`src/rtl/tsm_pkg.sv`:
```
// Package for the tachometer speed meter: payload structs, widths, constants,
// register indexes and the controller state type. No dependencies.
`default_nettype none

package tsm_pkg;

  localparam int INTERVAL_BITS = 24;
  localparam int COUNT_BITS    = 16;
  localparam int PPR_BITS      = 4;
  localparam int RPM_BITS      = 16;

  localparam int PROD_BITS  = INTERVAL_BITS + COUNT_BITS;
  localparam int ACC_BITS   = PROD_BITS + 1;
  localparam int DEN_BITS   = INTERVAL_BITS + PPR_BITS;
  localparam int REM_BITS   = DEN_BITS;
  localparam int QUOT_BITS  = 26;
  localparam int STEP_BITS  = 5;

  localparam logic [QUOT_BITS-1:0] RPM_DIVIDEND = QUOT_BITS'(60000000);
  localparam logic [STEP_BITS-1:0] UPD_STEPS    = STEP_BITS'(INTERVAL_BITS);
  localparam logic [STEP_BITS-1:0] SPD_STEPS    = STEP_BITS'(QUOT_BITS);

  localparam int APB_ADDR_BITS = 4;
  localparam int APB_DATA_BITS = 32;

  typedef struct packed {
    logic                     cmd;
    logic [INTERVAL_BITS-1:0] interval_us;
    logic                     stretch_active;
  } tsm_in_t;

  typedef struct packed {
    logic [RPM_BITS-1:0]      speed_rpm;
    logic                     speed_valid;
    logic [INTERVAL_BITS-1:0] average_us;
    logic [COUNT_BITS-1:0]    edge_count;
  } tsm_out_t;

  typedef enum logic {
    CMD_EDGE    = 1'b0,
    CMD_COMPUTE = 1'b1
  } cmd_t;

  typedef enum logic [1:0] {
    REG_MIN_INTERVAL   = 2'd0,
    REG_MAX_INTERVAL   = 2'd1,
    REG_PULSES_PER_REV = 2'd2
  } cfg_reg_t;

  typedef enum logic [1:0] {
    ST_IDLE,
    ST_MUL,
    ST_DIV,
    ST_DONE
  } state_t;

endpackage

`default_nettype wire

```
`src/rtl/tacho_speed_meter_top.sv`:
```
// Tachometer speed meter, top level: APB registers, controller and output register.
// Depends on tsm_pkg, tsm_mul and tsm_div.
//
// One transaction is taken at a time. An edge that is ignored, rejected or
// arrives with an empty window, and a compute command with a zero average or
// zero pulses per revolution, skips the multiplier and divider and goes
// straight to the done state. An edge that updates the average takes 16
// multiplier steps for avg*(n-1), then 24 divider steps to divide that plus
// the new interval by n. A speed computation takes 16 multiplier steps for
// ppr*avg and 26 divider steps for 60000000/den. A finished result waits in
// the output register while the next transaction is taken in.
`default_nettype none

module tacho_speed_meter_top
  import tsm_pkg::*;
(
  input  wire logic                     clk,
  input  wire logic                     rst,
  input  wire logic                     psel,
  input  wire logic                     penable,
  input  wire logic                     pwrite,
  input  wire logic [APB_ADDR_BITS-1:0] paddr,
  input  wire logic [APB_DATA_BITS-1:0] pwdata,
  output logic      [APB_DATA_BITS-1:0] prdata,
  output logic                          pready,
  input  wire logic                     in_valid,
  output logic                          in_stall,
  input  wire tsm_in_t                  in_data,
  output logic                          out_valid,
  input  wire logic                     out_stall,
  output tsm_out_t                      out_data
);

  logic [INTERVAL_BITS-1:0] min_interval;
  logic [INTERVAL_BITS-1:0] max_interval;
  logic [PPR_BITS-1:0]      ppr;
  cfg_reg_t                 reg_sel;
  logic                     cfg_write;

  state_t state, state_next;

  logic [INTERVAL_BITS-1:0] avg, avg_next;
  logic [COUNT_BITS-1:0]    count, count_next;
  logic                     cmd_q, active_q, upd_q, spd_q;
  logic [INTERVAL_BITS-1:0] interval_q;

  logic accept, upd, spd, mul_start, div_start, load;
  logic [RPM_BITS-1:0] speed;
  logic                speed_ok;

  logic [INTERVAL_BITS-1:0]  mul_a;
  logic [COUNT_BITS-1:0]     mul_b;
  logic [PROD_BITS-1:0]      product;
  logic                      mul_done;
  logic [ACC_BITS-1:0]       acc;
  logic [STEP_BITS-1:0]      div_steps;
  logic [REM_BITS-1:0]       div_hi;
  logic [QUOT_BITS-1:0]      div_lo;
  logic [DEN_BITS-1:0]       div_d;
  logic [QUOT_BITS-1:0]      quotient;
  logic                      div_done;

  assign pready    = 1'b1;
  assign reg_sel   = cfg_reg_t'(paddr[3:2]);
  assign cfg_write = psel && penable && pwrite;

  always_ff @(posedge clk) begin
    if (rst) begin
      min_interval <= '0;
      max_interval <= '1;
      ppr          <= PPR_BITS'(2);
    end else if (cfg_write) begin
      case (reg_sel)
        REG_MIN_INTERVAL:   min_interval <= pwdata[INTERVAL_BITS-1:0];
        REG_MAX_INTERVAL:   max_interval <= pwdata[INTERVAL_BITS-1:0];
        REG_PULSES_PER_REV: ppr          <= pwdata[PPR_BITS-1:0];
        default: ;
      endcase
    end
  end

  always_comb begin
    case (reg_sel)
      REG_MIN_INTERVAL:   prdata = APB_DATA_BITS'(min_interval);
      REG_MAX_INTERVAL:   prdata = APB_DATA_BITS'(max_interval);
      REG_PULSES_PER_REV: prdata = APB_DATA_BITS'(ppr);
      default:            prdata = '0;
    endcase
  end

  always_comb begin
    upd = (in_data.cmd == CMD_EDGE) && in_data.stretch_active &&
          (in_data.interval_us > min_interval) && (in_data.interval_us < max_interval) &&
          (count != '0);
    spd = (in_data.cmd == CMD_COMPUTE) && (avg != '0) && (ppr != '0);
    if (in_data.cmd == CMD_EDGE) begin
      mul_b = count - 1'b1;
    end else begin
      mul_b = {{(COUNT_BITS-PPR_BITS){1'b0}}, ppr};
    end
    mul_a = avg;
  end

  always_comb begin
    acc = {1'b0, product} + ACC_BITS'(interval_q);
    if (cmd_q == CMD_EDGE) begin
      div_steps = UPD_STEPS;
      div_hi    = REM_BITS'(acc[ACC_BITS-1:INTERVAL_BITS]);
      div_lo    = {acc[INTERVAL_BITS-1:0], {(QUOT_BITS-INTERVAL_BITS){1'b0}}};
      div_d     = DEN_BITS'(count);
    end else begin
      div_steps = SPD_STEPS;
      div_hi    = '0;
      div_lo    = RPM_DIVIDEND;
      div_d     = product[DEN_BITS-1:0];
    end
  end

  tsm_mul u_mul (
    .clk     (clk),
    .rst     (rst),
    .start   (mul_start),
    .a       (mul_a),
    .b       (mul_b),
    .product (product),
    .done    (mul_done)
  );

  tsm_div u_div (
    .clk         (clk),
    .rst         (rst),
    .start       (div_start),
    .steps       (div_steps),
    .dividend_hi (div_hi),
    .dividend_lo (div_lo),
    .divisor     (div_d),
    .quotient    (quotient),
    .done        (div_done)
  );

  always_comb begin
    state_next = state;
    case (state)
      ST_IDLE: if (accept) state_next = (upd || spd) ? ST_MUL : ST_DONE;
      ST_MUL:  if (mul_done) state_next = ST_DIV;
      ST_DIV:  if (div_done) state_next = ST_DONE;
      ST_DONE: if (load) state_next = ST_IDLE;
      default: state_next = ST_IDLE;
    endcase
  end

  always_comb begin
    in_stall  = (state != ST_IDLE);
    accept    = in_valid && !in_stall;
    mul_start = accept && (upd || spd);
    div_start = (state == ST_MUL) && mul_done;
    load      = (state == ST_DONE) && (!out_valid || !out_stall);
  end

  always_ff @(posedge clk) begin
    if (rst) begin
      state <= ST_IDLE;
    end else begin
      state <= state_next;
    end
  end

  always_ff @(posedge clk) begin
    if (accept) begin
      cmd_q      <= in_data.cmd;
      active_q   <= in_data.stretch_active;
      interval_q <= in_data.interval_us;
      upd_q      <= upd;
      spd_q      <= spd;
    end
  end

  always_comb begin
    speed    = '0;
    speed_ok = 1'b0;
    if (cmd_q == CMD_EDGE) begin
      avg_next   = upd_q ? quotient[INTERVAL_BITS-1:0] : avg;
      count_next = (active_q && (count != '1)) ? count + 1'b1 : count;
    end else begin
      avg_next   = '0;
      count_next = '0;
      speed_ok   = (avg != '0);
      if (spd_q) begin
        speed = (quotient[QUOT_BITS-1:RPM_BITS] != '0) ? '1 : quotient[RPM_BITS-1:0];
      end else if (speed_ok) begin
        speed = '1;
      end
    end
  end

  always_ff @(posedge clk) begin
    if (rst) begin
      avg       <= '0;
      count     <= '0;
      out_valid <= 1'b0;
    end else begin
      if (load) begin
        avg       <= avg_next;
        count     <= count_next;
        out_valid <= 1'b1;
      end else if (!out_stall) begin
        out_valid <= 1'b0;
      end
    end
  end

  always_ff @(posedge clk) begin
    if (load) begin
      out_data.speed_rpm   <= speed;
      out_data.speed_valid <= speed_ok;
      out_data.average_us  <= avg_next;
      out_data.edge_count  <= count_next;
    end
  end

`ifndef SYNTHESIS
  a_mul_done_in_mul: assert property (@(posedge clk) disable iff (rst)
    mul_done |-> state == ST_MUL)
    else $error("multiplier finished outside its state");

  a_div_done_in_div: assert property (@(posedge clk) disable iff (rst)
    div_done |-> state == ST_DIV)
    else $error("divider finished outside its state");

  a_empty_window: assert property (@(posedge clk) disable iff (rst)
    count == '0 |-> avg == '0)
    else $error("nonzero average with an empty window");

  a_load_sets_valid: assert property (@(posedge clk) disable iff (rst)
    load |=> out_valid && state == ST_IDLE)
    else $error("result load did not reach the output register");
`endif

endmodule

`default_nettype wire

```
`src/rtl/tsm_mul.sv`:
```
// Bit-serial shift-and-add multiplier, one multiplier bit per cycle.
// Depends on tsm_pkg for operand widths.
`default_nettype none

module tsm_mul
  import tsm_pkg::*;
(
  input  wire logic                     clk,
  input  wire logic                     rst,
  input  wire logic                     start,
  input  wire logic [INTERVAL_BITS-1:0] a,
  input  wire logic [COUNT_BITS-1:0]    b,
  output logic [PROD_BITS-1:0]          product,
  output logic                          done
);

  localparam logic [STEP_BITS-1:0] MUL_STEPS = STEP_BITS'(COUNT_BITS);

  logic [INTERVAL_BITS-1:0] a_q;
  logic [INTERVAL_BITS-1:0] hi;
  logic [COUNT_BITS-1:0]    lo;
  logic [STEP_BITS-1:0]     cnt;
  logic [INTERVAL_BITS:0]   sum;

  always_comb begin
    sum = {1'b0, hi} + (lo[0] ? {1'b0, a_q} : '0);
  end

  always_ff @(posedge clk) begin
    if (rst) begin
      cnt  <= '0;
      done <= 1'b0;
    end else begin
      done <= 1'b0;
      if (start) begin
        cnt <= MUL_STEPS;
      end else if (cnt != '0) begin
        cnt <= cnt - 1'b1;
        if (cnt == STEP_BITS'(1)) begin
          done <= 1'b1;
        end
      end
    end
  end

  always_ff @(posedge clk) begin
    if (start) begin
      a_q <= a;
      hi  <= '0;
      lo  <= b;
    end else if (cnt != '0) begin
      hi <= sum[INTERVAL_BITS:1];
      lo <= {sum[0], lo[COUNT_BITS-1:1]};
    end
  end

  assign product = {hi, lo};

endmodule

`default_nettype wire

```
`src/rtl/tsm_div.sv`:
```
// Restoring radix-2 divider, one quotient bit per cycle.
// Depends on tsm_pkg for operand widths.
`default_nettype none

module tsm_div
  import tsm_pkg::*;
(
  input  wire logic                 clk,
  input  wire logic                 rst,
  input  wire logic                 start,
  input  wire logic [STEP_BITS-1:0] steps,
  input  wire logic [REM_BITS-1:0]  dividend_hi,
  input  wire logic [QUOT_BITS-1:0] dividend_lo,
  input  wire logic [DEN_BITS-1:0]  divisor,
  output logic [QUOT_BITS-1:0]      quotient,
  output logic                      done
);

  logic [DEN_BITS-1:0]  d_q;
  logic [REM_BITS-1:0]  rem;
  logic [QUOT_BITS-1:0] q;
  logic [STEP_BITS-1:0] cnt;
  logic [REM_BITS:0]    trial;
  logic [REM_BITS:0]    diff;
  logic                 ge;

  always_comb begin
    trial = {rem, q[QUOT_BITS-1]};
    diff  = trial - {1'b0, d_q};
    ge    = trial >= {1'b0, d_q};
  end

  always_ff @(posedge clk) begin
    if (rst) begin
      cnt  <= '0;
      done <= 1'b0;
    end else begin
      done <= 1'b0;
      if (start) begin
        cnt <= steps;
      end else if (cnt != '0) begin
        cnt <= cnt - 1'b1;
        if (cnt == STEP_BITS'(1)) begin
          done <= 1'b1;
        end
      end
    end
  end

  always_ff @(posedge clk) begin
    if (start) begin
      d_q <= divisor;
      rem <= dividend_hi;
      q   <= dividend_lo;
    end else if (cnt != '0) begin
      rem <= ge ? diff[REM_BITS-1:0] : trial[REM_BITS-1:0];
      q   <= {q[QUOT_BITS-2:0], ge};
    end
  end

  assign quotient = q;

endmodule

`default_nettype wire
```
`config.mk`:
```
export PLATFORM = sky130hd
export DESIGN_NAME = tacho_speed_meter_top
export DESIGN_NICKNAME = d
export VERILOG_FILES = /design/src/rtl/tsm_pkg.sv /design/src/rtl/tacho_speed_meter_top.sv /design/src/rtl/tsm_mul.sv /design/src/rtl/tsm_div.sv
export SDC_FILE = /design/constraint.sdc
export NUM_CORES = 1
export LEC_CHECK = 0
export BUFFER_PORTS_ARGS = -buffer_cell sky130_fd_sc_hd__buf_2
export CELL_PAD_IN_SITES_DETAIL_PLACEMENT = 1
export CELL_PAD_IN_SITES_GLOBAL_PLACEMENT = 1
export CORE_ASPECT_RATIO = 1.25
export CORE_MARGIN = 2
export CORE_UTILIZATION = 40
export DETAILED_ROUTE_END_ITERATION = 7
export GPL_TIMING_DRIVEN = 0
export MAX_ROUTING_LAYER = met4
export PLACE_DENSITY = 0.8
export SLEW_MARGIN = 30
export SYNTH_ARGS = -nofsm -noshare
export SYNTH_HDL_FRONTEND = slang
export SYNTH_SLANG_ARGS = --single-unit
export TNS_END_PERCENT = 50
```
`constraint.sdc`:
```
create_clock -name clk -period 10.5 [get_ports clk]
set_clock_uncertainty 0.2 [all_clocks]
set_input_delay 1.05 -clock clk [delete_from_list [all_inputs] [get_ports clk]]
set_output_delay 1.05 -clock clk [all_outputs]
set_load 0.05 [all_outputs]
```
-- Word-level counts from Yosys, hierarchy flattened
Cells that the tools add are included.
- add/subtract/negate cells: 7
- order comparisons: 3
- equal/unequal tests: 13
- muxes and demuxes: 35
- bitwise operators: 3
- reduce and logical (&&, ||, !) cells: 36
- operator list (cell ; number):
    $mux W16 ; 9
    $mux W28 ; 3
    $mux W26 ; 3
    $mux W24 ; 3
    $pmux W24 S3 ; 1
    $add A40 B24 Y41 ; 1
    $ge A29 B28 Y1 ; 1
    $sub A28 B28 Y28 ; 1
    $add A24 B24 Y25 ; 1
    $gt A24 B24 Y1 ; 1
    $lt A24 B24 Y1 ; 1
    $reduce_bool A24 Y1 ; 1
    $mux W5 ; 4
    $mux W17 ; 1
    $add A16 B1 Y16 const B ; 1
    $ne A16 B16 Y1 const B ; 1
    $reduce_bool A16 Y1 ; 1
    $sub A16 B1 Y16 const B ; 1
    $logic_and A1 B1 Y1 ; 13
    $mux W2 ; 6
    $eq A5 B1 Y1 const B ; 2
    $reduce_bool A10 Y1 ; 1
    $reduce_bool A5 Y1 ; 2
    $sub A5 B1 Y5 const B ; 2
    other kinds (16) ; 36
- bits in registers: 338
- logic and storage cells: 125

-- Logic depth before layout (Yosys ltp)
- word-level depth: 9
- depth in mapped cells: 13

-- By module
Synthesis repeated with hierarchy kept, for this count alone.
- cell total of the unflattened synthesis: 2134
- area total of the unflattened synthesis: 20333.3 um2
- by module, submodules not included (module ; instances ; cells an instance ; area an instance (um2) ; sequential area each (um2)):
    tacho_speed_meter_top ; 1 ; 1270 ; 11126.9 ; 4454.3
    tsm_div ; 1 ; 470 ; 5168.7 ; 2582.5
    tsm_mul ; 1 ; 394 ; 4037.6 ; 1801.7

-- Worst setup path after synthesis
No wires, ideal clock.
- path type: in2out
- start: input port paddr[2]
- end: output port prdata[0]
- arrival time: 2.676 ns
- data required time: 9.250 ns
- path slack: 6.574 ns
- cell stages on the path: 3
- path buffers: 2
- path through: clkbuf_1 -> buf_1 -> o21ai_0
- cells in the longest elaborated chain, start to end: 2
- RTL lines (element ; line ; RTL):
    from (decl) ; tacho_speed_meter_top.sv:22 ; input wire logic [APB_ADDR_BITS-1:0] paddr,
    $eq A2 B2 Y1 (tied with other cells) ; tacho_speed_meter_top.sv:83 ; case (reg_sel)
    $pmux W24 S3 (*) ; tacho_speed_meter_top.sv:83 ;
    to (decl) ; tacho_speed_meter_top.sv:24 ; output logic [APB_DATA_BITS-1:0] prdata,
Every way passes the cells marked *; elsewhere a longest branch is shown, timed or not.

-- Worst setup path after layout
- start: register u_mul.lo[0]
- end: register u_mul.hi[21]
- cells in the longest elaborated chain, start to end: 2
- RTL lines (element ; line ; RTL):
    from (decl) ; tsm_mul.sv:21 ; logic [COUNT_BITS-1:0] lo;
    from (signal assigned) ; tsm_mul.sv:53 ; lo <= {sum[0], lo[COUNT_BITS-1:1]};
    $mux W24 ; tsm_mul.sv:26 ; sum = {1'b0, hi} + (lo[0] ? {1'b0, a_q} : '0);
    $add A24 B24 Y25 ; tsm_mul.sv:26 ;
    to (signal assigned) ; tsm_mul.sv:52 ; hi <= sum[INTERVAL_BITS:1];
    to (decl) ; tsm_mul.sv:20 ; logic [INTERVAL_BITS-1:0] hi;
No other way between the ends.
A chain may end at the register's enable or synchronous reset.

==> out/results.txt <==
Max cap viols = 0
Hold_buf cts = 0
Synth area leaders = edfxtp_1 (31%), dfxtp_1 (13%), ha_1 (8.5%), a21oi_1 (5.0%), nand2_1 (4.8%)
Synth Register Bits = 338
Post-synth top flop = edfxtp_1
Post-Place Cells = 2966
Clock latency on the worst-skew pair = 590 ps
Worst setup path class = reg -> reg
Fillers = 5801
Syn. warnings = 0
Status = finished clean
VDD IR max = 0.0001262 V
Hold slack = 281.9 ps
Htree depth = 2
Fin util = 0.4641
Remaining DRCs = 0
CP arrival = 5220 ps
CTS buffer count = 37
Switching share of power = 0.4307
Cells after Synth = 2166
CP Cell Sequence = clkbuf_1, nand2_1, fa_1, nand2b_1, a211oi_1, o21ai_0, o31ai_1, nand2_1, o21ai_0, mux2_2, a211oi_1
CP max stage cell = o31ai_1
CP Launch Type = register
Setup TNS = 0 ps
Largest net degree at the start of global routing = 47
Total number of vias = 17669
RSZ-0062 raised after global routing = false
Share of cells above drive strength 1 = 0.1057
Drt initial violations = 1032
Cell internal pwr = 3.812 mW
Final cell count without fillers = 3035
Clock Pin Slew Worst Setup and Hold Paths = 70 ps
Final net count = 2562
Max-slew violations = 0
Max-slew headroom = 0.3710
CTS Buffer Depth = 3
CP endpoint kind = register
FFs w/ async S/R, synth = 0
Clock power frac = 0.210
Post-DRT Antenna Nets = 0
Die ar. = 51900 um2
GRT overflow = 0
Cell variety after synth = 77
Critical-path maximum fanout = 10
Vias in the first global route = 18798
Post-synth EDFFs = 207
Row cnt = 91
DP HPWL = 54490 um
Core area = 49410 um2
Sequential fraction of the synthesis area = 0.4412
Area Overhead vs Synth = 14.49%
Final setup fails = 0
Synth cell count leaders = nand2_1 (258), edfxtp_1 (207), a21oi_1 (201)
Worst-Margin Slew = 943.6 ps
Via density = 5.822
First-pass GRT wire length = 107400 um
Tmin final = 4915 ps
CTS-repair resized insts = 0
Synth top area share = 0.3103
Global placement routability congestion = 0.9171
Largest area contributor in the netlist = edfxtp_1
Initial antenna violation count = 1
HP Class = reg -> reg
Wire per inst = 23.21 um
Leakage power = 9.305 nW
DR pass1 iterations = 6
CTS Root Buffer Type = clkbuf_16
Final critical-path share of the clock period = 0.4681
F_max = 203.5 MHz
Seq pwr share = 0.334
Port-buffer cells = 140
Die span in x = 204.2 um
Slowest Stage Delay on Critical Path = 750 ps
IO Pins = 161
WP data required = 10800 ps
Total track usage = 0.2778
Psw = 2.884 mW
Initial Utilization = 0.4054
CTS tree = built
Pwr Density = 291.9 nW/um2
Post-Syn Area = 20030 um2
Die Height = 254.2 um
Final hold vios = 0
Cell with the most instances after synthesis = nand2_1
Clock sinks = 338
Mean Syn Cell Area = 9.249 um2
Gate power share = 0.456
Post-Route WL = 70430 um
Setup Buffers After CTS = 0
## through the flow
step                      setup WS [ps]  area (um2)  power (mW)
after floorplan                    6574       20060       4.242
after global placement             5181       21570       5.068
after detailed placement           5273       21650       5.219
after CTS                          5618       22930       6.662
after global routing               5217       22940       7.065
final                              5585       22940       6.696
## sequential cells by signal, indices dropped and copies added (netlist names), 2 cells and up
register and cells:
out_data 57, min_interval 24, state 2, max_interval 24, u_mul.a_q 24, u_mul.cnt 5
count 16, interval_q 24, u_div.rem 28, u_div.d_q 28, u_mul.lo 16, u_div.cnt 5
avg 24, u_div.quotient 26, u_mul.hi 24, ppr 4
## final timing paths
path,start,endpoint,slack (ps),cells past startpoint
hold / removal,min_interval[10],min_interval[10],280,2
setup reg to reg,u_mul.lo[0],u_mul.hi[21],5590,11
hold reg to reg,min_interval[10],min_interval[10],280,2
setup / recovery,u_mul.lo[0],u_mul.hi[21],5590,11
## placed cells by master (no fill, tap or decap), types with 36 or more instances in the layout
cell	instances
nor3_1	37
inv_1	135
ha_1	136
and2_1	41
a21oi_1	201
nand4_1	36
mux2i_1	60
buf_2	144
dfxtp_1	131
nor2_1	192
o21ai_0	78
nand3_1	43
nand2_1	257
xnor2_1	57
clkbuf_1	95
clkbuf_16	40
edfxtp_1	207
## per-layer routing
| metal | GRT usage | wire length (um) |
|---|---|---|
| met5 | - | 0 |
| met4 | 0.1617 | 4199 |
| met3 | 0.03642 | 3309 |
| met2 | 0.4821 | 35480 |
| met1 | 0.3055 | 27440 |
## cell type report
class,instances,area (um2),share of cell area
antenna,1,2.502,0.0001091
buffer,116,511.7,0.02231
clock buffer,51,1082,0.04719
clock inverter,17,197.7,0.008619
inverter,137,514.2,0.02242
multi-input combinational,1582,10230,0.4459
sequential,338,8838,0.3854
tap,651,814.5,0.03551
timing repair buffer,142,748.2,0.03262
## kinds of logic after synthesis
| family | synth area share |
|---|---|
| compound gates | 0.1668 |
| xor+xnor | 0.03891 |
| fa+ha+maj | 0.08794 |
| buf+inv | 0.05084 |
| flops | 0.4412 |
| mux | 0.03897 |
| other cells | 0.0003749 |
| simple gates | 0.1750 |
## worst max-delay path, delay by kind of cell, from the launching register on
family | cells | cell delay (ps)
AO/OA/AOI/OAI | 5 | 2010
adder cells (fa/ha/maj) | 1 | 480
multiplexers | 1 | 400
AND/OR/NAND/NOR | 3 | 560
buffers and inverters | 1 | 560
flip-flops | 1 | 640
## power groups by stage
stage | Sequential, mW | Clock, mW | Combinational, mW
4_1_cts | 2.22 | 1.42 | 3.02
3_3_place_gp | 2.25 | 0 | 2.82
3_5_place_dp | 2.24 | 0 | 2.98
5_1_grt | 2.25 | 1.47 | 3.35
6_report | 2.24 | 1.41 | 3.05
2_1_floorplan | 2.15 | 0 | 2.09
Power figures use the tool's default switching activity.
